[src/rtl/cdn_pkg.sv]
`default_nettype none

package cdn_pkg;

    // One input item as it arrives on the push side.
    typedef struct packed {
        logic signed [15:0] sec_in;
        logic signed [15:0] min_in;
        logic signed [15:0] hour_in;
        logic [9:0]         day_in;
        logic [3:0]         month_in;
        logic [11:0]        year_in;
    } t_in_item;

    // One result item as it leaves on the pop side.
    typedef struct packed {
        logic [5:0]  sec_out;
        logic [5:0]  min_out;
        logic [4:0]  hour_out;
        logic [4:0]  day_out;
        logic [3:0]  month_out;
        logic [11:0] year_out;
        logic [1:0]  status;
    } t_out_item;

    // Work handed from the front end to the month walker.
    typedef struct packed {
        logic [5:0]         sec;
        logic [5:0]         min;
        logic [4:0]         hour;
        logic signed [12:0] day;
        logic [3:0]         month;
        logic [11:0]        year;
        logic [8:0]         year_mod400;
    } t_job;

    // Result status codes.
    localparam logic [1:0] ST_OK        = 2'd0;
    localparam logic [1:0] ST_DAY_UNDER = 2'd1;
    localparam logic [1:0] ST_YEAR_OVER = 2'd2;

    localparam logic [11:0] YEAR_MAX = 12'd4095;

    // Division steps of the front end, in the order they run.
    localparam logic [1:0] OP_SEC  = 2'd0;
    localparam logic [1:0] OP_MIN  = 2'd1;
    localparam logic [1:0] OP_HOUR = 2'd2;
    localparam logic [1:0] OP_YEAR = 2'd3;

    // Quotients come from a reciprocal product shifted right by this much.
    localparam int RECIP_SHIFT = 22;

    // Biases that make each dividend non-negative before division.
    localparam logic [16:0] SEC_BIAS  = 17'd32820;
    localparam logic [17:0] MIN_BIAS  = 18'd33360;
    localparam logic [17:0] HOUR_BIAS = 18'd33336;

    // Divisor of each step.
    function automatic logic [8:0] divisor(input logic [1:0] op);
        logic [8:0] d;
        case (op)
            OP_SEC:  d = 9'd60;
            OP_MIN:  d = 9'd60;
            OP_HOUR: d = 9'd24;
            default: d = 9'd400;
        endcase
        return d;
    endfunction

    // floor(2^RECIP_SHIFT / divisor) for each step.
    function automatic logic [17:0] recip(input logic [1:0] op);
        logic [17:0] m;
        case (op)
            OP_SEC:  m = 18'd69905;
            OP_MIN:  m = 18'd69905;
            OP_HOUR: m = 18'd174762;
            default: m = 18'd10485;
        endcase
        return m;
    endfunction

    // Quotient offset that undoes the bias added to the dividend.
    function automatic logic [10:0] quot_bias(input logic [1:0] op);
        logic [10:0] b;
        case (op)
            OP_SEC:  b = 11'd547;
            OP_MIN:  b = 11'd556;
            OP_HOUR: b = 11'd1389;
            default: b = 11'd0;
        endcase
        return b;
    endfunction

    // Length of a month, with February stretched in leap years.
    function automatic logic [4:0] month_days(input logic [3:0] month, input logic leap);
        logic [4:0] n;
        case (month)
            4'd1:    n = 5'd31;
            4'd2:    n = leap ? 5'd29 : 5'd28;
            4'd3:    n = 5'd31;
            4'd4:    n = 5'd30;
            4'd5:    n = 5'd31;
            4'd6:    n = 5'd30;
            4'd7:    n = 5'd31;
            4'd8:    n = 5'd31;
            4'd9:    n = 5'd30;
            4'd10:   n = 5'd31;
            4'd11:   n = 5'd30;
            default: n = 5'd31;
        endcase
        return n;
    endfunction

endpackage

`default_nettype wire

[src/rtl/cdn_front.sv]
`default_nettype none

module cdn_front (
    input  wire                i_clk,
    input  wire                i_rst_n,
    input  wire                i_push,
    output logic               o_full,
    input  cdn_pkg::t_in_item  i_data,
    output logic               o_job_valid,
    output cdn_pkg::t_job      o_job,
    input  wire                i_job_ready
);

    localparam logic [2:0] S_IDLE = 3'd0;
    localparam logic [2:0] S_MUL  = 3'd1;
    localparam logic [2:0] S_QUO  = 3'd2;
    localparam logic [2:0] S_FIX  = 3'd3;
    localparam logic [2:0] S_PUSH = 3'd4;

    logic [2:0]        r_state, n_state;
    logic [1:0]        r_op, n_op;
    cdn_pkg::t_in_item r_item;
    logic [16:0]       r_u;
    logic [34:0]       r_prod;
    logic [12:0]       r_q;
    logic [16:0]       r_rem;
    cdn_pkg::t_job     r_job;

    logic [8:0]  w_div;
    logic [12:0] w_q0;
    logic        w_over;
    logic [16:0] w_rem;
    logic [12:0] w_q;
    logic [14:0] w_qs;
    logic [17:0] w_qs_ext;
    logic [17:0] w_min_sum;
    logic [17:0] w_hour_sum;
    logic [12:0] w_day_sum;

    // Quotient correction: the reciprocal estimate is low by at most one.
    assign w_div    = cdn_pkg::divisor(r_op);
    assign w_q0     = r_prod[34:cdn_pkg::RECIP_SHIFT];
    assign w_over   = (r_rem >= {8'd0, w_div});
    assign w_rem    = w_over ? (r_rem - {8'd0, w_div}) : r_rem;
    assign w_q      = r_q + {12'd0, w_over};
    assign w_qs     = {2'b00, w_q} - {4'd0, cdn_pkg::quot_bias(r_op)};
    assign w_qs_ext = {{3{w_qs[14]}}, w_qs};

    // Carries into the next field, biased again for the next division.
    assign w_min_sum  = {{2{r_item.min_in[15]}}, r_item.min_in} + w_qs_ext
                        + cdn_pkg::MIN_BIAS;
    assign w_hour_sum = {{2{r_item.hour_in[15]}}, r_item.hour_in} + w_qs_ext
                        + cdn_pkg::HOUR_BIAS;
    assign w_day_sum  = {3'd0, r_item.day_in} + w_qs[12:0];

    // Sequencer state.
    always_comb begin
        n_state = r_state;
        n_op    = r_op;
        case (r_state)
            S_IDLE: begin
                if (i_push) begin
                    n_state = S_MUL;
                    n_op    = cdn_pkg::OP_SEC;
                end
            end
            S_MUL:  n_state = S_QUO;
            S_QUO:  n_state = S_FIX;
            S_FIX: begin
                if (r_op == cdn_pkg::OP_YEAR) begin
                    n_state = S_PUSH;
                end else begin
                    n_state = S_MUL;
                    n_op    = r_op + 2'd1;
                end
            end
            S_PUSH: begin
                if (i_job_ready) begin
                    n_state = S_IDLE;
                end
            end
            default: n_state = S_IDLE;
        endcase
    end

    always_ff @(posedge i_clk) begin
        if (!i_rst_n) begin
            r_state <= S_IDLE;
            r_op    <= cdn_pkg::OP_SEC;
        end else begin
            r_state <= n_state;
            r_op    <= n_op;
        end
    end

    // Datapath: one reciprocal multiply, one remainder, one correction per field.
    always_ff @(posedge i_clk) begin
        case (r_state)
            S_IDLE: begin
                r_item <= i_data;
                r_u    <= {i_data.sec_in[15], i_data.sec_in} + cdn_pkg::SEC_BIAS;
            end
            S_MUL: begin
                r_prod <= {18'd0, r_u} * {17'd0, cdn_pkg::recip(r_op)};
            end
            S_QUO: begin
                r_q   <= w_q0;
                r_rem <= r_u - 17'({4'd0, w_q0} * {8'd0, w_div});
            end
            S_FIX: begin
                case (r_op)
                    cdn_pkg::OP_SEC: begin
                        r_job.sec <= w_rem[5:0];
                        r_u       <= w_min_sum[16:0];
                    end
                    cdn_pkg::OP_MIN: begin
                        r_job.min <= w_rem[5:0];
                        r_u       <= w_hour_sum[16:0];
                    end
                    cdn_pkg::OP_HOUR: begin
                        r_job.hour <= w_rem[4:0];
                        r_job.day  <= w_day_sum;
                        r_u        <= {5'd0, r_item.year_in};
                    end
                    default: begin
                        r_job.year_mod400 <= w_rem[8:0];
                        r_job.year        <= r_item.year_in;
                        // Month 0 counts as January, months past 12 as December.
                        if (r_item.month_in == 4'd0) begin
                            r_job.month <= 4'd1;
                        end else if (r_item.month_in > 4'd12) begin
                            r_job.month <= 4'd12;
                        end else begin
                            r_job.month <= r_item.month_in;
                        end
                    end
                endcase
            end
            default: begin
            end
        endcase
    end

    assign o_full      = (r_state != S_IDLE);
    assign o_job_valid = (r_state == S_PUSH);
    assign o_job       = r_job;

endmodule

`default_nettype wire

[src/rtl/cdn_queue.sv]
`default_nettype none

module cdn_queue #(
    parameter int DEPTH = 2
) (
    input  wire                i_clk,
    input  wire                i_rst_n,
    input  wire                i_push,
    output logic               o_full,
    input  cdn_pkg::t_job      i_data,
    output logic               o_valid,
    input  wire                i_pop,
    output cdn_pkg::t_job      o_data
);

    localparam int PW = $clog2(DEPTH);
    localparam int CW = $clog2(DEPTH + 1);
    localparam logic [PW-1:0] LAST = PW'(DEPTH - 1);
    localparam logic [CW-1:0] FULL_COUNT = CW'(DEPTH);

    cdn_pkg::t_job r_mem [DEPTH];
    logic [PW-1:0] r_wr_ptr, r_rd_ptr;
    logic [CW-1:0] r_count;
    logic          w_wr, w_rd;

    assign o_full  = (r_count == FULL_COUNT);
    assign o_valid = (r_count != '0);
    assign o_data  = r_mem[r_rd_ptr];
    assign w_wr    = i_push && !o_full;
    assign w_rd    = i_pop && o_valid;

    // Pointers and fill count.
    always_ff @(posedge i_clk) begin
        if (!i_rst_n) begin
            r_wr_ptr <= '0;
            r_rd_ptr <= '0;
            r_count  <= '0;
        end else begin
            if (w_wr) begin
                r_wr_ptr <= (r_wr_ptr == LAST) ? '0 : r_wr_ptr + 1'b1;
            end
            if (w_rd) begin
                r_rd_ptr <= (r_rd_ptr == LAST) ? '0 : r_rd_ptr + 1'b1;
            end
            if (w_wr && !w_rd) begin
                r_count <= r_count + 1'b1;
            end else if (w_rd && !w_wr) begin
                r_count <= r_count - 1'b1;
            end
        end
    end

    // Storage.
    always_ff @(posedge i_clk) begin
        if (w_wr) begin
            r_mem[r_wr_ptr] <= i_data;
        end
    end

endmodule

`default_nettype wire

[src/rtl/cdn_back.sv]
`default_nettype none

module cdn_back (
    input  wire                i_clk,
    input  wire                i_rst_n,
    input  wire                i_job_valid,
    input  cdn_pkg::t_job      i_job,
    output logic               o_job_pop,
    output logic               o_empty,
    input  wire                i_pop,
    output cdn_pkg::t_out_item o_data
);

    localparam logic [1:0] B_IDLE = 2'd0;
    localparam logic [1:0] B_RUN  = 2'd1;
    localparam logic [1:0] B_DONE = 2'd2;

    logic [1:0]         r_state, n_state;
    logic [11:0]        r_day;
    logic [3:0]         r_month;
    logic [11:0]        r_year;
    logic [8:0]         r_y400;
    logic [1:0]         r_status;
    logic [5:0]         r_sec, r_min;
    logic [4:0]         r_hour;
    cdn_pkg::t_out_item r_out;
    logic               r_out_valid;

    logic        w_leap;
    logic [4:0]  w_len;
    logic        w_step;
    logic        w_load_out;
    logic        w_underflow;

    // Gregorian leap rule, read off the year modulo 400.
    assign w_leap = (r_y400[1:0] == 2'd0) && (r_y400 != 9'd100)
                    && (r_y400 != 9'd200) && (r_y400 != 9'd300);
    assign w_len  = cdn_pkg::month_days(r_month, w_leap);
    assign w_step = (r_day > {7'd0, w_len});

    assign w_underflow = i_job.day[12] || (i_job.day == 13'd0);
    assign o_job_pop   = (r_state == B_IDLE) && i_job_valid;
    assign w_load_out  = (r_state == B_DONE) && (!r_out_valid || i_pop);

    always_comb begin
        n_state = r_state;
        case (r_state)
            B_IDLE: begin
                if (i_job_valid) begin
                    n_state = w_underflow ? B_DONE : B_RUN;
                end
            end
            B_RUN: begin
                if (!w_step) begin
                    n_state = B_DONE;
                end
            end
            B_DONE: begin
                if (w_load_out) begin
                    n_state = B_IDLE;
                end
            end
            default: n_state = B_IDLE;
        endcase
    end

    always_ff @(posedge i_clk) begin
        if (!i_rst_n) begin
            r_state     <= B_IDLE;
            r_out_valid <= 1'b0;
        end else begin
            r_state <= n_state;
            if (w_load_out) begin
                r_out_valid <= 1'b1;
            end else if (i_pop) begin
                r_out_valid <= 1'b0;
            end
        end
    end

    // Month walk: take off one whole month of days per cycle.
    always_ff @(posedge i_clk) begin
        case (r_state)
            B_IDLE: begin
                r_sec   <= i_job.sec;
                r_min   <= i_job.min;
                r_hour  <= i_job.hour;
                r_month <= i_job.month;
                r_year  <= i_job.year;
                r_y400  <= i_job.year_mod400;
                if (w_underflow) begin
                    r_day    <= 12'd0;
                    r_status <= cdn_pkg::ST_DAY_UNDER;
                end else begin
                    r_day    <= i_job.day[11:0];
                    r_status <= cdn_pkg::ST_OK;
                end
            end
            B_RUN: begin
                if (w_step) begin
                    r_day <= r_day - {7'd0, w_len};
                    if (r_month == 4'd12) begin
                        r_month <= 4'd1;
                        if (r_year == cdn_pkg::YEAR_MAX) begin
                            r_status <= cdn_pkg::ST_YEAR_OVER;
                        end else begin
                            r_year <= r_year + 12'd1;
                            r_y400 <= (r_y400 == 9'd399) ? 9'd0 : r_y400 + 9'd1;
                        end
                    end else begin
                        r_month <= r_month + 4'd1;
                    end
                end
            end
            default: begin
            end
        endcase
    end

    // Output register holds a finished result until it is taken.
    always_ff @(posedge i_clk) begin
        if (w_load_out) begin
            r_out.sec_out   <= r_sec;
            r_out.min_out   <= r_min;
            r_out.hour_out  <= r_hour;
            r_out.day_out   <= r_day[4:0];
            r_out.month_out <= r_month;
            r_out.year_out  <= r_year;
            r_out.status    <= r_status;
        end
    end

    assign o_empty = !r_out_valid;
    assign o_data  = r_out;

endmodule

`default_nettype wire

[src/rtl/calendar_datetime_normalizer.sv]
`default_nettype none

// Gregorian date-time normalizer.
// Input side is a queue write port: present an item on i_data with i_push;
// it is taken at a rising edge where i_push is high and o_full is low.
// Result side is a queue read port: while o_empty is low the oldest result
// sits on o_data, and it is taken at an edge where i_pop is high.
// Seconds, minutes and hours are carried by floor division (60, 60, 24),
// then whole months are subtracted from the day, one month per cycle.
// The front end takes one item at a time and runs four divisions (three
// fields and the year modulo 400), each a reciprocal multiply, a remainder
// and a one-step correction. The back end walks one month per step, skips
// the walk on a day underflow, and carries up to about 80 months for the
// largest hour carries; the slower of the two ends sets the sustained rate.
// A job queue between the two ends lets the front end accept and divide
// the next item while the back end works or while a finished result waits
// in the output register for a pop.
// Synchronous reset empties the queue and the output register and returns
// both ends to idle.
module calendar_datetime_normalizer #(
    parameter int QUEUE_DEPTH = 2
) (
    input  wire                i_clk,
    input  wire                i_rst_n,
    input  wire                i_push,
    output logic               o_full,
    input  cdn_pkg::t_in_item  i_data,
    output logic               o_empty,
    input  wire                i_pop,
    output cdn_pkg::t_out_item o_data
);

    logic          w_f_valid, w_f_ready;
    cdn_pkg::t_job w_f_job;
    logic          w_q_full, w_q_valid, w_q_pop;
    cdn_pkg::t_job w_q_job;

    assign w_f_ready = !w_q_full;

    cdn_front u_front (
        .i_clk       (i_clk),
        .i_rst_n     (i_rst_n),
        .i_push      (i_push),
        .o_full      (o_full),
        .i_data      (i_data),
        .o_job_valid (w_f_valid),
        .o_job       (w_f_job),
        .i_job_ready (w_f_ready)
    );

    cdn_queue #(
        .DEPTH (QUEUE_DEPTH)
    ) u_queue (
        .i_clk   (i_clk),
        .i_rst_n (i_rst_n),
        .i_push  (w_f_valid),
        .o_full  (w_q_full),
        .i_data  (w_f_job),
        .o_valid (w_q_valid),
        .i_pop   (w_q_pop),
        .o_data  (w_q_job)
    );

    cdn_back u_back (
        .i_clk       (i_clk),
        .i_rst_n     (i_rst_n),
        .i_job_valid (w_q_valid),
        .i_job       (w_q_job),
        .o_job_pop   (w_q_pop),
        .o_empty     (o_empty),
        .i_pop       (i_pop),
        .o_data      (o_data)
    );

endmodule

`default_nettype wire

[config.mk]
export PLATFORM = sky130hd
export DESIGN_NAME = calendar_datetime_normalizer
export DESIGN_NICKNAME = d
export VERILOG_FILES = /design/src/rtl/cdn_pkg.sv /design/src/rtl/cdn_front.sv /design/src/rtl/cdn_queue.sv /design/src/rtl/cdn_back.sv /design/src/rtl/calendar_datetime_normalizer.sv
export SDC_FILE = /design/constraint.sdc
export NUM_CORES = 1
export LEC_CHECK = 0
export ABC_AREA = 1
export BUFFER_PORTS_ARGS = -buffer_cell sky130_fd_sc_hd__buf_2
export CORE_MARGIN = 8
export CORE_UTILIZATION = 60
export DETAILED_ROUTE_END_ITERATION = 8
export GPL_TIMING_DRIVEN = 1
export PLACE_DENSITY = 0.78
export SYNTH_ARGS = -nofsm -noshare
export SYNTH_HDL_FRONTEND = slang
export SYNTH_SLANG_ARGS = --single-unit
[constraint.sdc]
create_clock -name i_clk -period 8.4 [get_ports i_clk]
set_input_delay 0 -clock i_clk [delete_from_list [all_inputs] [get_ports i_clk]]
set_output_delay 0 -clock i_clk [all_outputs]
set_load 0.005 [all_outputs]
==> results.env <==
RESULT_OF_THE_RUN='complete, no violations'
FIN_WORST_SKEW_PS=28.8
FINAL_HOLD_VIOLATION_COUNT=0
WORST-ENDPOINT-REQUIRED_PS=8700
CLKSINKCOUNT=392
PLACEMENTROWS=80
SYNTH.DISTINCT_CELLS=60
TIMING.CRITICAL_PATH.ARRIVAL_PS=7990
YS_TOP_CELLS_BY_AREA='sky130_fd_sc_hd__edfxtp_1 39%, sky130_fd_sc_hd__fa_1 18%, sky130_fd_sc_hd__ha_1 12%'
R2R_SLACK_PS=710
LARGEST_AREA_CONTRIBUTOR_IN_THE_NETLIST='sky130_fd_sc_hd__edfxtp_1'
CRIT_SLOWEST_CELL='sky130_fd_sc_hd__dlygate4sd3_1'
NUMBER_OF_ANTENNA_VIOLATIONS_AT_THE_FIRST_CHECK_IN_GLOBAL_ROUTING=1
LAYOUT_WORST_PATH_CYCLE_SHARE_PCT=91.5
PLACE.GP.CONGESTION=0.993
SYNTH_ENABLE_FLOP_CELLS=379
DETAIL_ROUTE.FIRST_PASS.ITERATIONS=6
CLKTRANSATPATHREGS_PS=60
HOLD-PATH-CELL-COUNT=7
DR.FIRST_ITER.DRC_COUNT=1915
DIE_W_UM=236
SYNTH.MOST_COMMON_CELL='sky130_fd_sc_hd__inv_1'
VIAS=20800
WORST_PATH_MOST_REPEATED_CELL='sky130_fd_sc_hd__inv_1'
YS.WARNINGS.COUNT=0
WORST_SKEW_PAIR.LATE_LATENCY_PS=570
MAXCAPVIOLCOUNT=0
FLOORPLAN.INITIALDENSITY_PCT=60.8
SYNTHTOPCELLSBYCOUNT='603 x sky130_fd_sc_hd__inv_1, 428 x sky130_fd_sc_hd__nand2_1, 379 x sky130_fd_sc_hd__edfxtp_1, 284 x sky130_fd_sc_hd__ha_1, 257 x sky130_fd_sc_hd__fa_1'
SYNTH_TOP_AREA_SHARE_PCT=39.2
ANTENNA_CELLS=0
PATH_CLASS='reg2reg'
TIMING.FINAL.CRIT_PERIOD_PS=7690
TIGHTESTPINTRANSITION_PS=1080
ROUTED_VIA_DENSITY=5.62
POSTSYNTHCELLCOUNT=2829
DIE_Y_UM=236
CTS_INSERTED_BUFFERS=41
AREAGROWTHSYNTHTOFINISH_PCT=12.1
WL_UM=74900
SLEW-LIMIT-HEADROOM_PCT=27.7
POSTCTSSETUPREPAIRBUFS=0
DRIVE_GT1_SHARE_PCT=8.20
SYNTH-MAIN-FF-CELL='sky130_fd_sc_hd__edfxtp_1'
GRT_START_MAX_NET_PINS=57
FIN_SETUP_TNS_PS=0
SYN-NUM-NETS=3448
CLK_ROOT_BUF='sky130_fd_sc_hd__clkbuf_16'
YOSYSSEQAREASHARE_PCT=40.1
ROUTED_WIRELENGTH_NORMALIZED_BY_INSTANCE_COUNT_UM=20.2
FINALSETUPVIOLCOUNT=0
POST-ROUTE-DRC-COUNT=0
CLOCK.FMAX_MHz=130
HPWL_UM=58600
SETUP.WORST_PATH.END_CLASS='flop'
FILLERINSTANCES=3497
CLOCK_PATH_BUFFERS=3
CP_MAX_FO=11
DPL-INSTANCE-AREA_UM2=30500
CTS_TREE='built'
GRT_PASS1_WL_UM=119000
HOLD_PATH.CLASS='in2reg'
FP.COREAREA_UM2=47700
NUMBER_OF_GLOBAL_ROUTE_VIAS_BEFORE_REPAIR=21800
FINALNETCOUNT=3673
DIE_AREA_UM2=55700
REG2REGPATHDEPTH=33
GRT_UTIL_ALL_LAYERS_PCT=27.0
SYN-CELL-AREA_UM2=29000
POST-ROUTE-CELL-AREA_UM2=32600
SETUP.WORST_PATH.START_CLASS='flop'
MAXSLEWVIOLCOUNT=0
GRT_SETUP_UNREPAIRED='false'
SYNTH_ASYNC_SR_FLOP_SHARE_PCT=0
MAX_STAGE_DELAY_PS=570
CTSHTREEMAXLEVEL=2
GLOBALROUTE.TOTALOVERFLOW=0
SYNTH-SEQ-CELLS=392
POSTROUTEANTENNANETS=0
BUFFER_PORTS.INSERTED=119
SYN_AREA_PER_CELL_UM2=10.3
PIN_COUNT=120
## worst max-delay path, delay by kind of cell (launching register included)
kind	cells	cell delay (ps)
AOI/OAI and AO/OA	11	2450
xor gates and xnor gates	2	530
adders and majority gates	6	1650
buffers and inverters	8	1480
DFF	1	400
and+or+nand+nor	6	910
## logic make-up after synthesis
group | count (synthesis) | share of synthesized area (%)
xor+xnor | 91 | 2.74
buf+inv | 648 | 8.40
compound gates | 348 | 6.82
mux | 6 | 0.215
fa+ha+maj | 541 | 29.9
flops | 392 | 40.1
simple gates | 803 | 11.8
## cell type report
type	instances	area, um2	area share (%)
sequential	392	11600	35.7
tap	615	769	2.36
inverter	611	2300	7.05
clock inverter	18	180	0.553
timing repair buffer	219	1550	4.75
multi-input combinational	1789	15000	46.1
clock buffer	56	1130	3.48
## metrics by stage
stage / instances / hold slack (ps) / worst slack, ps / utilization, %
finish: 3700 / 88.3 / 713 / 68.2
detailed placement: 3546 / 178 / 650 / 63.8
floorplan: 2829 / 98.9 / 2220 / -
global placement: 3546 / 176 / 1210 / 63.8
CTS: 3700 / 55.8 / 623 / 68.2
global route: 3700 / 147 / 197 / 68.2
## registers in the layout, summed over array words and instances, names as in the netlist, 13 cells and up, named ones only
name            cells
u_queue.r_mem     110
u_front.r_rem      17
u_back.o_data      40
u_front.r_prod     13
u_front.r_item     58
u_front.o_job      55
u_front.r_q        13
u_front.r_u        17
## path summary, 6_finish.rpt
| path | start | end |
|---|---|---|
| worst max-delay path | u_front.r_op[1]$_SDFFE_PN0P_ | u_front.r_u[7]$_DFFE_PP_ |
| worst min-delay path | i_data[69] | u_front.r_u[11]$_DFFE_PP_ |
| worst max register to register | u_front.r_op[1]$_SDFFE_PN0P_ | u_front.r_u[7]$_DFFE_PP_ |
| worst min register to register | u_back.r_hour[2]$_DFFE_PP_ | u_back.o_data[25]$_DFFE_PP_ |
## timing repair
action	4_1_cts	5_1_grt
endpoints found under the hold margin	87	0
gates resized for setup	0	2
hold buffers	80	0
endpoints found under the setup margin	0	4
## layout by cell type, fill, tap and decap left out, types with 20 or more instances in the layout
cell type	n
sky130_fd_sc_hd__a21oi_1	145
sky130_fd_sc_hd__buf_2	119
sky130_fd_sc_hd__buf_4	20
sky130_fd_sc_hd__clkbuf_16	42
sky130_fd_sc_hd__dlygate4sd3_1	80
sky130_fd_sc_hd__edfxtp_1	379
sky130_fd_sc_hd__fa_1	257
sky130_fd_sc_hd__ha_1	284
sky130_fd_sc_hd__inv_1	602
sky130_fd_sc_hd__nand2_1	428
sky130_fd_sc_hd__nand3_1	91
sky130_fd_sc_hd__nand4_1	21
sky130_fd_sc_hd__nor2_1	185
sky130_fd_sc_hd__nor3_1	24
sky130_fd_sc_hd__o21ai_0	105
sky130_fd_sc_hd__o22ai_1	21
sky130_fd_sc_hd__xnor2_1	32
sky130_fd_sc_hd__xor2_1	59
## metal layers
metal | routed length (um) | global-route usage (%) | share of wire (%)
met2 | 36900 | 46.5 | 49
met1 | 29700 | 34.4 | 40
met3 | 5110 | 3.59 | 6.8
met5 | 13 | 0 | 0.017
met4 | 3220 | 11.0 | 4.3
Power is left out: the tool's default activity adds up to more than one toggle a clock period on the data nets, which glitch-free logic cannot reach.
